File: src/rtl/core/lslf_pkg.sv
// Package for the least-squares line fit: widths, operation and status codes,
// and the command/status structs shared by controller and datapath. No dependencies.
package lslf_pkg;

   localparam int MAX_POINTS = 4096;
   localparam int FRAC_BITS  = 16;
   localparam int IN_W       = 16;
   localparam int OUT_W      = 48;

   localparam int CNT_W  = $clog2(MAX_POINTS + 1);
   localparam int SUM_W  = CNT_W + IN_W;
   localparam int SQ_W   = CNT_W + 2 * IN_W - 1;
   localparam int ACC_W  = SUM_W + SQ_W + 1;
   localparam int NUM_W  = ACC_W + FRAC_BITS;
   localparam int DCNT_W = $clog2(NUM_W + 1);

   typedef enum logic [2:0] {
      OP_N_SXX,
      OP_SX_SX,
      OP_N_SXY,
      OP_SX_SY,
      OP_SXX_SY,
      OP_SX_SXY
   } mac_op_type;

   typedef enum logic [1:0] {
      FIT_OK    = 2'd0,
      FIT_DEGEN = 2'd1,
      FIT_SAT   = 2'd2,
      FIT_OVER  = 2'd3
   } fit_status_type;

   typedef struct packed {
      logic       accum;
      logic       mac_load;
      mac_op_type mac_op;
      logic       mac_step;
      logic       den_save;
      logic       div_load;
      logic       div_step;
      logic       res_save;
      logic       res_icpt;
      logic       out_load;
   } lslf_cmd_type;

   typedef struct packed {
      logic mac_busy;
      logic acc_zero;
      logic div_busy;
      logic out_free;
   } lslf_stat_type;

endpackage

File: src/rtl/core/lslf_req_if.sv
// Point channel: valid/ready handshake with one (x, y, last) point per transfer.
// Depends on lslf_pkg.
interface lslf_req_if;
   logic                             valid;
   logic                             ready;
   logic signed [lslf_pkg::IN_W-1:0] x_value;
   logic signed [lslf_pkg::IN_W-1:0] y_value;
   logic                             last_point;

   modport source (output valid, x_value, y_value, last_point, input ready);
   modport sink (input valid, x_value, y_value, last_point, output ready);
endinterface

File: src/rtl/core/lslf_rsp_if.sv
// Result channel: valid/ready handshake with one fit result per transfer.
// Depends on lslf_pkg.
interface lslf_rsp_if;
   logic                              valid;
   logic                              ready;
   logic signed [lslf_pkg::OUT_W-1:0] slope;
   logic signed [lslf_pkg::OUT_W-1:0] intercept;
   logic [1:0]                        fit_status;

   modport source (output valid, slope, intercept, fit_status, input ready);
   modport sink (input valid, slope, intercept, fit_status, output ready);
endinterface

File: src/rtl/core/least_squares_line_fit.sv
// Least-squares line fit: points are taken one per cycle and summed; the transfer
// that carries the last-point flag closes the set, and the slope and intercept
// (Q32.16, rounded to nearest, saturated) are then worked out by a serial
// multiply-accumulate unit (six products, one multiplier bit per cycle) and a
// restoring divider (one quotient bit per cycle); this work, and any wait for the
// output register, takes place while no point is taken. A degenerate set skips
// the divisions. A finished result waits in the output register while the next
// set streams in.
// Depends on lslf_pkg, lslf_req_if, lslf_rsp_if, lslf_ctrl, lslf_datapath.
module least_squares_line_fit (
   input  logic       clock,
   input  logic       reset,
   lslf_req_if.sink   req_chan,
   lslf_rsp_if.source rsp_chan
);
   import lslf_pkg::*;

   lslf_cmd_type  cmd;
   lslf_stat_type stat;
   logic          ready;

   assign req_chan.ready = ready;

   lslf_ctrl u_ctrl (
      .clock     (clock),
      .reset     (reset),
      .req_valid (req_chan.valid),
      .req_last  (req_chan.last_point),
      .req_ready (ready),
      .stat      (stat),
      .cmd       (cmd)
   );

   lslf_datapath u_datapath (
      .clock (clock),
      .reset (reset),
      .cmd   (cmd),
      .stat  (stat),
      .x_in  (req_chan.x_value),
      .y_in  (req_chan.y_value),
      .rsp   (rsp_chan)
   );

endmodule

File: src/rtl/core/lslf_datapath.sv
// Datapath: point accumulators, serial multiply-accumulate, restoring divider,
// rounding/saturation and the result register. Depends on lslf_pkg, lslf_rsp_if.
module lslf_datapath (
   input  logic                             clock,
   input  logic                             reset,
   input  lslf_pkg::lslf_cmd_type           cmd,
   output lslf_pkg::lslf_stat_type          stat,
   input  logic signed [lslf_pkg::IN_W-1:0] x_in,
   input  logic signed [lslf_pkg::IN_W-1:0] y_in,
   lslf_rsp_if.source                       rsp
);
   import lslf_pkg::*;

   localparam logic [NUM_W:0] POS_LIM = (NUM_W + 1)'({1'b0, {(OUT_W - 1){1'b1}}});
   localparam logic [NUM_W:0] NEG_LIM = POS_LIM + (NUM_W + 1)'(1);

   logic [CNT_W-1:0]        cnt_ff;
   logic signed [SUM_W-1:0] sx_ff, sy_ff;
   logic signed [SQ_W-1:0]  sxy_ff, sxx_ff;
   logic                    ovf_ff;

   logic signed [2*IN_W-1:0] xy_prod, xx_prod;
   logic signed [SUM_W-1:0]  n_s;

   logic signed [ACC_W-1:0] acc_ff, ma_ff;
   logic [SUM_W-1:0]        mb_ff;
   logic                    mneg_ff;
   logic signed [ACC_W-1:0] mac_a;
   logic signed [SUM_W-1:0] mac_b;
   logic                    mac_sub;

   logic [ACC_W-1:0]  den_ff;
   logic [ACC_W-1:0]  rem_ff;
   logic [NUM_W-1:0]  numsh_ff, q_ff;
   logic [DCNT_W-1:0] dcnt_ff;
   logic              dneg_ff;
   logic [ACC_W-1:0]  acc_mag;
   logic [ACC_W:0]    trial, diff;
   logic              ge;

   logic              rnd, sat_now, sat_ff;
   logic [NUM_W:0]    qr;
   logic [OUT_W-1:0]  res_val, slope_ff, icpt_ff;

   logic              rsp_valid_ff;
   logic [OUT_W-1:0]  rsp_slope_ff, rsp_icpt_ff;
   logic [1:0]        rsp_status_ff;

   assign xy_prod = x_in * y_in;
   assign xx_prod = x_in * x_in;
   assign n_s     = SUM_W'(cnt_ff);

   always_ff @(posedge clock) begin
      if (reset || cmd.out_load) begin
         cnt_ff <= '0;
         sx_ff  <= '0;
         sy_ff  <= '0;
         sxy_ff <= '0;
         sxx_ff <= '0;
         ovf_ff <= 1'b0;
      end else if (cmd.accum) begin
         if (cnt_ff < CNT_W'(MAX_POINTS)) begin
            cnt_ff <= cnt_ff + CNT_W'(1);
            sx_ff  <= sx_ff + SUM_W'(x_in);
            sy_ff  <= sy_ff + SUM_W'(y_in);
            sxy_ff <= sxy_ff + SQ_W'(xy_prod);
            sxx_ff <= sxx_ff + SQ_W'(xx_prod);
         end else begin
            ovf_ff <= 1'b1;
         end
      end
   end

   always_comb begin
      mac_a   = '0;
      mac_b   = '0;
      mac_sub = 1'b0;
      case (cmd.mac_op)
         OP_N_SXX: begin
            mac_a = ACC_W'(sxx_ff);
            mac_b = n_s;
         end
         OP_SX_SX: begin
            mac_a   = ACC_W'(sx_ff);
            mac_b   = sx_ff;
            mac_sub = 1'b1;
         end
         OP_N_SXY: begin
            mac_a = ACC_W'(sxy_ff);
            mac_b = n_s;
         end
         OP_SX_SY: begin
            mac_a   = ACC_W'(sy_ff);
            mac_b   = sx_ff;
            mac_sub = 1'b1;
         end
         OP_SXX_SY: begin
            mac_a = ACC_W'(sxx_ff);
            mac_b = sy_ff;
         end
         OP_SX_SXY: begin
            mac_a   = ACC_W'(sxy_ff);
            mac_b   = sx_ff;
            mac_sub = 1'b1;
         end
         default: begin
            mac_a   = '0;
            mac_b   = '0;
            mac_sub = 1'b0;
         end
      endcase
   end

   always_ff @(posedge clock) begin
      if (reset) begin
         mb_ff <= '0;
      end else if (cmd.mac_load) begin
         if (!mac_sub) begin
            acc_ff <= '0;
         end
         ma_ff   <= mac_a;
         mb_ff   <= mac_b[SUM_W-1] ? SUM_W'(-mac_b) : SUM_W'(mac_b);
         mneg_ff <= mac_b[SUM_W-1] ^ mac_sub;
      end else if (cmd.mac_step) begin
         if (mb_ff[0]) begin
            acc_ff <= mneg_ff ? acc_ff - ma_ff : acc_ff + ma_ff;
         end
         ma_ff <= ma_ff <<< 1;
         mb_ff <= mb_ff >> 1;
      end
   end

   assign acc_mag = acc_ff[ACC_W-1] ? ACC_W'(-acc_ff) : ACC_W'(acc_ff);
   assign trial   = {rem_ff, numsh_ff[NUM_W-1]};
   assign diff    = trial - {1'b0, den_ff};
   assign ge      = trial >= {1'b0, den_ff};

   always_ff @(posedge clock) begin
      if (reset) begin
         dcnt_ff <= '0;
      end else if (cmd.div_load) begin
         dneg_ff  <= acc_ff[ACC_W-1];
         numsh_ff <= NUM_W'(acc_mag) << FRAC_BITS;
         rem_ff   <= '0;
         q_ff     <= '0;
         dcnt_ff  <= DCNT_W'(NUM_W);
      end else if (cmd.div_step) begin
         rem_ff   <= ge ? diff[ACC_W-1:0] : trial[ACC_W-1:0];
         q_ff     <= {q_ff[NUM_W-2:0], ge};
         numsh_ff <= numsh_ff << 1;
         dcnt_ff  <= dcnt_ff - DCNT_W'(1);
      end
      if (cmd.den_save) begin
         den_ff <= acc_ff;
      end
   end

   assign rnd     = {rem_ff, 1'b0} >= {1'b0, den_ff};
   assign qr      = {1'b0, q_ff} + (NUM_W + 1)'(rnd);
   assign sat_now = qr > (dneg_ff ? NEG_LIM : POS_LIM);

   always_comb begin
      if (sat_now) begin
         res_val = dneg_ff ? {1'b1, {(OUT_W - 1){1'b0}}} : {1'b0, {(OUT_W - 1){1'b1}}};
      end else begin
         res_val = dneg_ff ? OUT_W'(-qr[OUT_W-1:0]) : qr[OUT_W-1:0];
      end
   end

   always_ff @(posedge clock) begin
      if (reset || cmd.out_load) begin
         sat_ff <= 1'b0;
      end else if (cmd.res_save) begin
         sat_ff <= sat_ff | sat_now;
      end
      if (cmd.res_save) begin
         if (cmd.res_icpt) begin
            icpt_ff <= res_val;
         end else begin
            slope_ff <= res_val;
         end
      end
   end

   always_ff @(posedge clock) begin
      if (reset) begin
         rsp_valid_ff <= 1'b0;
      end else if (cmd.out_load) begin
         rsp_valid_ff  <= 1'b1;
         rsp_slope_ff  <= (den_ff == '0) ? '0 : slope_ff;
         rsp_icpt_ff   <= (den_ff == '0) ? '0 : icpt_ff;
         if (ovf_ff) begin
            rsp_status_ff <= FIT_OVER;
         end else if (den_ff == '0) begin
            rsp_status_ff <= FIT_DEGEN;
         end else if (sat_ff) begin
            rsp_status_ff <= FIT_SAT;
         end else begin
            rsp_status_ff <= FIT_OK;
         end
      end else if (rsp.ready) begin
         rsp_valid_ff <= 1'b0;
      end
   end

   assign rsp.valid      = rsp_valid_ff;
   assign rsp.slope      = rsp_slope_ff;
   assign rsp.intercept  = rsp_icpt_ff;
   assign rsp.fit_status = rsp_status_ff;

   assign stat.mac_busy = mb_ff != '0;
   assign stat.acc_zero = acc_ff == '0;
   assign stat.div_busy = dcnt_ff != '0;
   assign stat.out_free = !rsp_valid_ff || rsp.ready;

   a_cnt_bound: assert property (@(posedge clock) disable iff (reset)
      cnt_ff <= CNT_W'(MAX_POINTS))
      else $error("point count past limit");

   a_div_den: assert property (@(posedge clock) disable iff (reset)
      cmd.div_load |-> den_ff != '0)
      else $error("division started with zero denominator");

   a_rem_bound: assert property (@(posedge clock) disable iff (reset)
      cmd.div_step |=> rem_ff < den_ff)
      else $error("remainder not below denominator");

   a_degen_zero: assert property (@(posedge clock) disable iff (reset)
      cmd.out_load && den_ff == '0 |=> rsp_slope_ff == '0 && rsp_icpt_ff == '0)
      else $error("degenerate fit with nonzero output");

endmodule

File: src/rtl/core/lslf_ctrl.sv
// Controller: sequences accumulation, the six serial products, the two divisions
// and the result load. Depends on lslf_pkg.
module lslf_ctrl (
   input  logic                    clock,
   input  logic                    reset,
   input  logic                    req_valid,
   input  logic                    req_last,
   output logic                    req_ready,
   input  lslf_pkg::lslf_stat_type stat,
   output lslf_pkg::lslf_cmd_type  cmd
);
   import lslf_pkg::*;

   typedef enum logic [2:0] {
      S_POINTS,
      S_MLOAD,
      S_MRUN,
      S_DRUN,
      S_FINISH
   } state_type;

   state_type  state_ff;
   mac_op_type op_ff;

   assign req_ready = state_ff == S_POINTS;

   always_comb begin
      cmd        = '0;
      cmd.mac_op = op_ff;
      case (state_ff)
         S_POINTS: cmd.accum = req_valid;
         S_MLOAD:  cmd.mac_load = 1'b1;
         S_MRUN: begin
            if (stat.mac_busy) begin
               cmd.mac_step = 1'b1;
            end else if (op_ff == OP_SX_SX) begin
               cmd.den_save = 1'b1;
            end else if (op_ff == OP_SX_SY || op_ff == OP_SX_SXY) begin
               cmd.div_load = 1'b1;
            end
         end
         S_DRUN: begin
            cmd.res_icpt = op_ff == OP_SX_SXY;
            if (stat.div_busy) begin
               cmd.div_step = 1'b1;
            end else begin
               cmd.res_save = 1'b1;
            end
         end
         S_FINISH: cmd.out_load = stat.out_free;
         default:  cmd = '0;
      endcase
   end

   always_ff @(posedge clock) begin
      if (reset) begin
         state_ff <= S_POINTS;
         op_ff    <= OP_N_SXX;
      end else begin
         case (state_ff)
            S_POINTS: begin
               if (req_valid && req_last) begin
                  op_ff    <= OP_N_SXX;
                  state_ff <= S_MLOAD;
               end
            end
            S_MLOAD: state_ff <= S_MRUN;
            S_MRUN: begin
               if (!stat.mac_busy) begin
                  case (op_ff)
                     OP_N_SXX: begin
                        op_ff    <= OP_SX_SX;
                        state_ff <= S_MLOAD;
                     end
                     OP_SX_SX: begin
                        if (stat.acc_zero) begin
                           state_ff <= S_FINISH;
                        end else begin
                           op_ff    <= OP_N_SXY;
                           state_ff <= S_MLOAD;
                        end
                     end
                     OP_N_SXY: begin
                        op_ff    <= OP_SX_SY;
                        state_ff <= S_MLOAD;
                     end
                     OP_SXX_SY: begin
                        op_ff    <= OP_SX_SXY;
                        state_ff <= S_MLOAD;
                     end
                     default: state_ff <= S_DRUN;
                  endcase
               end
            end
            S_DRUN: begin
               if (!stat.div_busy) begin
                  if (op_ff == OP_SX_SY) begin
                     op_ff    <= OP_SXX_SY;
                     state_ff <= S_MLOAD;
                  end else begin
                     state_ff <= S_FINISH;
                  end
               end
            end
            S_FINISH: begin
               if (stat.out_free) begin
                  state_ff <= S_POINTS;
               end
            end
            default: state_ff <= S_POINTS;
         endcase
      end
   end

endmodule
File: src/flat_wrapper.sv
// flat-port wrapper written by rule: the top's interface ports become plain ports
module least_squares_line_fit_flat import lslf_pkg::*;
  (clock, reset, req_chan_valid, req_chan_x_value, req_chan_y_value, req_chan_last_point, req_chan_ready, rsp_chan_valid, rsp_chan_slope, rsp_chan_intercept, rsp_chan_fit_status, rsp_chan_ready);
  lslf_req_if req_chan_i ();
  lslf_rsp_if rsp_chan_i ();
  input  logic clock;
  input  logic reset;
  input wire logic [$bits(req_chan_i.valid)-1:0] req_chan_valid;
  input wire logic [$bits(req_chan_i.x_value)-1:0] req_chan_x_value;
  input wire logic [$bits(req_chan_i.y_value)-1:0] req_chan_y_value;
  input wire logic [$bits(req_chan_i.last_point)-1:0] req_chan_last_point;
  output wire logic [$bits(req_chan_i.ready)-1:0] req_chan_ready;
  output wire logic [$bits(rsp_chan_i.valid)-1:0] rsp_chan_valid;
  output wire logic [$bits(rsp_chan_i.slope)-1:0] rsp_chan_slope;
  output wire logic [$bits(rsp_chan_i.intercept)-1:0] rsp_chan_intercept;
  output wire logic [$bits(rsp_chan_i.fit_status)-1:0] rsp_chan_fit_status;
  input wire logic [$bits(rsp_chan_i.ready)-1:0] rsp_chan_ready;
  assign req_chan_i.valid = req_chan_valid;
  assign req_chan_i.x_value = req_chan_x_value;
  assign req_chan_i.y_value = req_chan_y_value;
  assign req_chan_i.last_point = req_chan_last_point;
  assign req_chan_ready = req_chan_i.ready;
  assign rsp_chan_valid = rsp_chan_i.valid;
  assign rsp_chan_slope = rsp_chan_i.slope;
  assign rsp_chan_intercept = rsp_chan_i.intercept;
  assign rsp_chan_fit_status = rsp_chan_i.fit_status;
  assign rsp_chan_i.ready = rsp_chan_ready;
  least_squares_line_fit u_core (.clock(clock), .reset(reset), .req_chan(req_chan_i), .rsp_chan(rsp_chan_i));
endmodule
File: config.mk
export PLATFORM = sky130hd
export DESIGN_NAME = least_squares_line_fit_flat
export DESIGN_NICKNAME = d
export VERILOG_FILES = /design/src/rtl/core/lslf_pkg.sv /design/src/rtl/core/lslf_req_if.sv /design/src/rtl/core/lslf_rsp_if.sv /design/src/rtl/core/least_squares_line_fit.sv /design/src/rtl/core/lslf_datapath.sv /design/src/rtl/core/lslf_ctrl.sv /design/src/flat_wrapper.sv
export SDC_FILE = /design/constraint.sdc
export NUM_CORES = 2
export LEC_CHECK = 0
export BUFFER_PORTS_ARGS = -buffer_cell sky130_fd_sc_hd__buf_4
export CAP_MARGIN = 0
export CORE_ASPECT_RATIO = 1.4
export CORE_MARGIN = 3
export CORE_UTILIZATION = 60
export CTS_CLUSTER_SIZE = 14
export DETAILED_ROUTE_END_ITERATION = 10
export GPL_ROUTABILITY_DRIVEN = 0
export PLACE_DENSITY = 0.77
export SKIP_LAST_GASP = 1
export SYNTH_ARGS = -nofsm -noshare
export SYNTH_HDL_FRONTEND = slang
export SYNTH_HIERARCHICAL = 1
export SYNTH_SLANG_ARGS = --single-unit
File: constraint.sdc
create_clock -name clock -period 18.35 [get_ports clock]
set_input_delay 4.5875 -clock clock [delete_from_list [all_inputs] [get_ports clock]]
set_output_delay 4.5875 -clock clock [all_outputs]
set_load 0.03 [all_outputs]
---- Word-level counts from Yosys, hierarchy flattened ----
Index checks and enable logic that the tools add are counted.
storage, ports and cells
  output and inout bits ................... 100
  flip-flop bits (word level) ............. 875
cells by class
  add/sub/neg operators ................... 13
  bitwise operators ....................... 5
  equal/unequal tests ..................... 22
  muxes and demuxes ....................... 57
  $mul .................................... 2
  $lt $le $gt $ge ......................... 4
  reductions and logical operators ........ 37
operators with widths
  operator              count
  $mux W74              10
  $pmux W74 S4          1
  $mux W90              3
  $mux W48              4
  $ge A75 B74 Y1        2
  $logic_not A74 Y1     2
  $sub A74 B74 Y74      2
  $add A90 B1 Y91       1
  $gt A91 B48 Y1        1
  $add A44 B32 Y44      2
  $mux W29              3
  $pmux W29 S3          1
  $add A74 B74 Y74      1
  $neg A74 Y74          1
  $mul A16 B16 Y32      2
  $add A29 B16 Y29      2
  $neg A48 Y48          1
  $mux W3               14
  $neg A29 Y29          1
  $reduce_bool A29 Y1   1
  $eq A3 B2 Y1 const B  6
  $reduce_and A2 Y1     9
  $eq A3 B3 Y1 const B  5
  $pmux W3 S5           1
  29 further kinds      64

---- Depth between registers and ports, before layout ----
  depth in word-level cells ............... 9
  gate-level depth with buffers ........... 36
  depth with buffers taken out ............ 31

---- Hierarchy ----
The synthesis kept the hierarchy.
modules (own cells, without submodules)
  module         times used  cells an instance  area each (µm²)  sequential area each (µm²)
  lslf_datapath  1           8178               77341.7          23662.7
  lslf_ctrl      1           80                 621.8            120.1

---- Least setup slack after synthesis ----
OpenSTA, ideal clock, no wires.
  path type ............................... input to register
  start point ............................. in reset
  end point ............................... reg u_core.u_datapath.acc_ff[0] (enable)
  library setup time ...................... 0.902 ns
  path buffers ............................ 1
  stages on the path ...................... 2
  setup slack ............................. 1.108 ns
  arrival ................................. 16.340 ns
  cells stage by stage .................... clkbuf_1 a2111oi_0
on the way
  cells in the longest elaborated chain, start to end .. 2
ends and longest elaborated chain
  element                             RTL line              text
  start, declared                     flat_wrapper.sv:7     input logic reset;
  $not A1 Y1 (no source line)         n/a
  $reduce_and A4 Y1 (no source line)  n/a
  end signal, assigned                lslf_datapath.sv:126  acc_ff <= mneg_ff ? acc_ff - ma_ff : acc_ff + ma_ff;
  end, declared                       lslf_datapath.sv:25   logic signed [ACC_W-1:0] acc_ff, ma_ff;
No other way between the ends.
A chain may end at the register's enable or synchronous reset.

---- Worst setup path in the final report ----
  start point ............................. in req_chan_x_value[1]
  end point ............................... reg u_core.u_datapath.sxy_ff[36]
on the way
  cells in the longest elaborated chain, start to end .. 2
ends and longest elaborated chain
  element               RTL line             text
  start, declared       flat_wrapper.sv:9    input wire logic [$bits(req_chan_i.x_value)-1:0] req_chan_x_value;
  $mul A16 B16 Y32      lslf_datapath.sv:49  assign xy_prod = x_in * y_in;
  $add A44 B32 Y44      lslf_datapath.sv:66  sxy_ff <= sxy_ff + SQ_W'(xy_prod);
  end signal, assigned  lslf_datapath.sv:66
  end, declared         lslf_datapath.sv:19  logic signed [SQ_W-1:0] sxy_ff, sxx_ff;
No other way between the ends.

==> reports/results.txt <==
Worst Hold Class: reg -> reg
max-cap viol count: 0
pre-CTS setup slack: 5.97 ns
CTS tree: done
worst hold slack: 0.470 ns
R2R Path Start: u_core/u_datapath/den_ff[63]
1st-pass router iterations: 6
Port Buffers: 136
DR WL/cell: 20.5 microns
leak pwr: 35.3 nW
CP Class: in -> reg
R2R depth: 28
Die W: 311 microns
Slew HR: 0.0850
GRT overflow: 0
Final min period: 11.69 ns
WP data required: 18.94 ns
P&R area growth vs syn: 6.58%
global-route wire length before repair: 328 mm
number of setup buffers added after CTS: 0
clock sink total: 860
met1 global-route usage: 0.349
clock skew: 0.0344 ns
fin crit share: 0.637
number of flops mapped to enable cells by yosys: 656
Max Clock Freq: 0.0855 GHz
hpwl dp: 155 mm
largest net degree at the start of global routing: 205
routed vias: 61.4k
vias in the first global route: 62.3k
ANT nets after route: 0
GRT Total Usage: 0.302
Starting DRT DRC Count: 4,883
VDD IR-drop max: 0.603 mV
clock root cell: clkbuf_16
worst path arrival time: 12.29 ns
TritonCTS buffer count: 88
Final #Nets: 9,389
H-tree depth: 3
Mapped Nets: 9,483
clock-pin slew on the worst setup and hold paths: 0.06 ns
Setup WS post-layout: 6.66 ns
Fin Setup TNS: 0 ns
worst r2r dst: u_core/u_datapath/icpt_ff[41]
layout cell share with drive strength beyond 1: 0.0513
initial core utilization: 0.608
Die Ht: 433 microns
synthesized flop and latch total: 860
initial antenna violation count: 1
pwr/cell area: 203 mW/mm^2
M2 GR Usage: 0.531
setup violators final: 0
Syn. warnings: 6
syn avg cell area: 9.44 sq um
post-synthesis sequential area ratio: 0.305
Critical Path Start Type: input pin
Worst Setup End Kind: flip-flop
clock tree buffer depth: 3
IO Count: 137
status: finished clean
GRT Max-Usage Layer: met2
Hold Crit Endpoint: u_core/u_datapath/sat_ff
Hold Crit Start: u_core/u_datapath/sat_ff
PostCTS Resize Cnt: 0
GR met3 Demand/Resource: 0.0413
FP Rows: 155
dominant synthesized flop cell: edfxtp_1
synthesized instance count: 8,258
Worst-Margin Slew: 1.35 ns
most common cell after layout, fill and taps aside: inv_1
DRT Wirelength: 204 mm
Hold Buf Count CTS: 0
placed inst area: 0.0802 sq mm
Power, Total: 16.9 mW
Die Area: 0.134 sq mm
max-slew violation count: 0
Reg2Reg Setup Slack: 7.80 ns
Post-Syn Area: 0.0780 sq mm
CORE AREA: 0.128 sq mm
Fillers: 10.2k
Cell variety after synth: 97
Via density: 6.16
Synth async-reset ratio: 0
most frequent cells in the layout: inv_1 (876), nand2_1 (769), fa_1 (668)
final-report hold violation count: 0
design area: 0.0831 sq mm
Worst-Skew Late Latency: 0.73 ns
# DRC: 0
CP Max Fanout: 28
Hold Crit Depth: 2
RSZ-0062 raised after global routing: no
-- worst max-delay path by stage --
stage	depth (start not counted)	startpoint	slack, ns	endpoint
2_1_floorplan	2	reset	1.11	u_core/u_datapath/acc_ff[0]
5_1_grt	22	req_chan_x_value[15]	6.24	u_core/u_datapath/sxy_ff[36]
6_report	24	req_chan_x_value[1]	6.66	u_core/u_datapath/sxy_ff[36]
4_1_cts	24	req_chan_x_value[1]	6.76	u_core/u_datapath/sxy_ff[36]
3_5_place_dp	24	req_chan_x_value[1]	5.97	u_core/u_datapath/sxy_ff[36]
3_3_place_gp	25	req_chan_x_value[15]	6.11	u_core/u_datapath/sxy_ff[36]
-- synth_stat cells (all sizes together) (119+ instances only) --
library cell  number  area [sq um]
clkbuf           335          1260
and2             288          1800
ha               518          6480
nor2b            149           932
dfxtp            204          4080
nand3            156           781
nand2            769          2890
inv              876          3290
a21o             205          1540
nand4            119           766
a21oi            565          2830
edfxtp           656         19700
xnor2            295          2580
nor3             132           672
fa               670         13400
o21ai            343          1720
xor2             184          1610
nor2             552          2070
-- critical path, cell delays in order --
cell	delay [ns]
buf_4	0.30
clkinv_1	0.51
nand2_1	0.25
fa_1	0.42
inv_1	0.10
fa_1	0.43
fa_1	0.56
inv_1	0.06
fa_1	0.50
fa_1	0.55
inv_1	0.06
fa_1	0.48
ha_1	0.38
and4_1	0.22
nand4_1	0.13
o22ai_1	0.11
o311a_1	0.34
nor2_1	0.34
o21ai_0	0.25
o41ai_1	0.76
o21ai_0	0.42
nor2b_1	0.24
a31oi_1	0.14
o311ai_0	0.14
-- flip-flops by register name (all words and copies together) (netlist names), 2 cells and up --
register and count:
u_core/u_datapath/sx_ff 29, u_core/u_datapath/sxy_ff 44, u_core/u_datapath/icpt_ff 48, u_core/u_datapath/ma_ff 74, u_core/u_datapath/sy_ff 29, u_core/u_datapath/rsp.intercept 48, u_core/u_datapath/slope_ff 48, u_core/u_ctrl/op_ff 3
u_core/u_datapath/sxx_ff 44, u_core/u_datapath/acc_ff 74, u_core/u_datapath/numsh_ff 74, u_core/u_datapath/dcnt_ff 7, u_core/u_datapath/rsp.fit_status 2, u_core/u_ctrl/state_ff 3, u_core/u_datapath/q_ff 90, u_core/u_datapath/rem_ff 74
u_core/u_datapath/cnt_ff 13, u_core/u_datapath/mb_ff 29, u_core/u_datapath/den_ff 74, u_core/u_datapath/rsp.slope 48
-- layer usage --
layer  up-vias  part of all wire
met5         -                 0
met4         0             0.069
met3       706             0.061
met2      2260              0.50
met1     29893              0.37
li1      28529                 -
-- power breakdown --
part,switching (mW),internal (mW)
clock,0.829,0.985
combinational,7.35,5.23
sequential,0.174,2.29
total,8.35,8.51
-- cell families after synthesis --
| kind of cell | synth area share |
|---|---|
| AOI/OAI and AO/OA | 0.145 |
| xor gates and xnor gates | 0.0538 |
| adders and majority gates | 0.255 |
| buffers and inverters | 0.0611 |
| DFF | 0.305 |
| muxes | 0.0133 |
| and+or+nand+nor | 0.167 |
-- layout make-up --
cell class	instances	area, sq um	area share
antenna	1	2.50	0.0000301
clock buffer	109	2320	0.0279
clock inverter	47	541	0.00651
inverter	878	3300	0.0397
multi-input combinational	6145	49500	0.596
sequential	860	23800	0.286
tap	1727	2160	0.0260
timing repair buffer	191	1470	0.0177
-- stage by stage --
step,cells,utilization
after floorplan,8258,-
after global placement,9801,0.626
after detailed placement,9801,0.626
after CTS,9957,0.648
after global routing,9957,0.648
final,9958,0.648
Power figures use the tool's default switching activity.
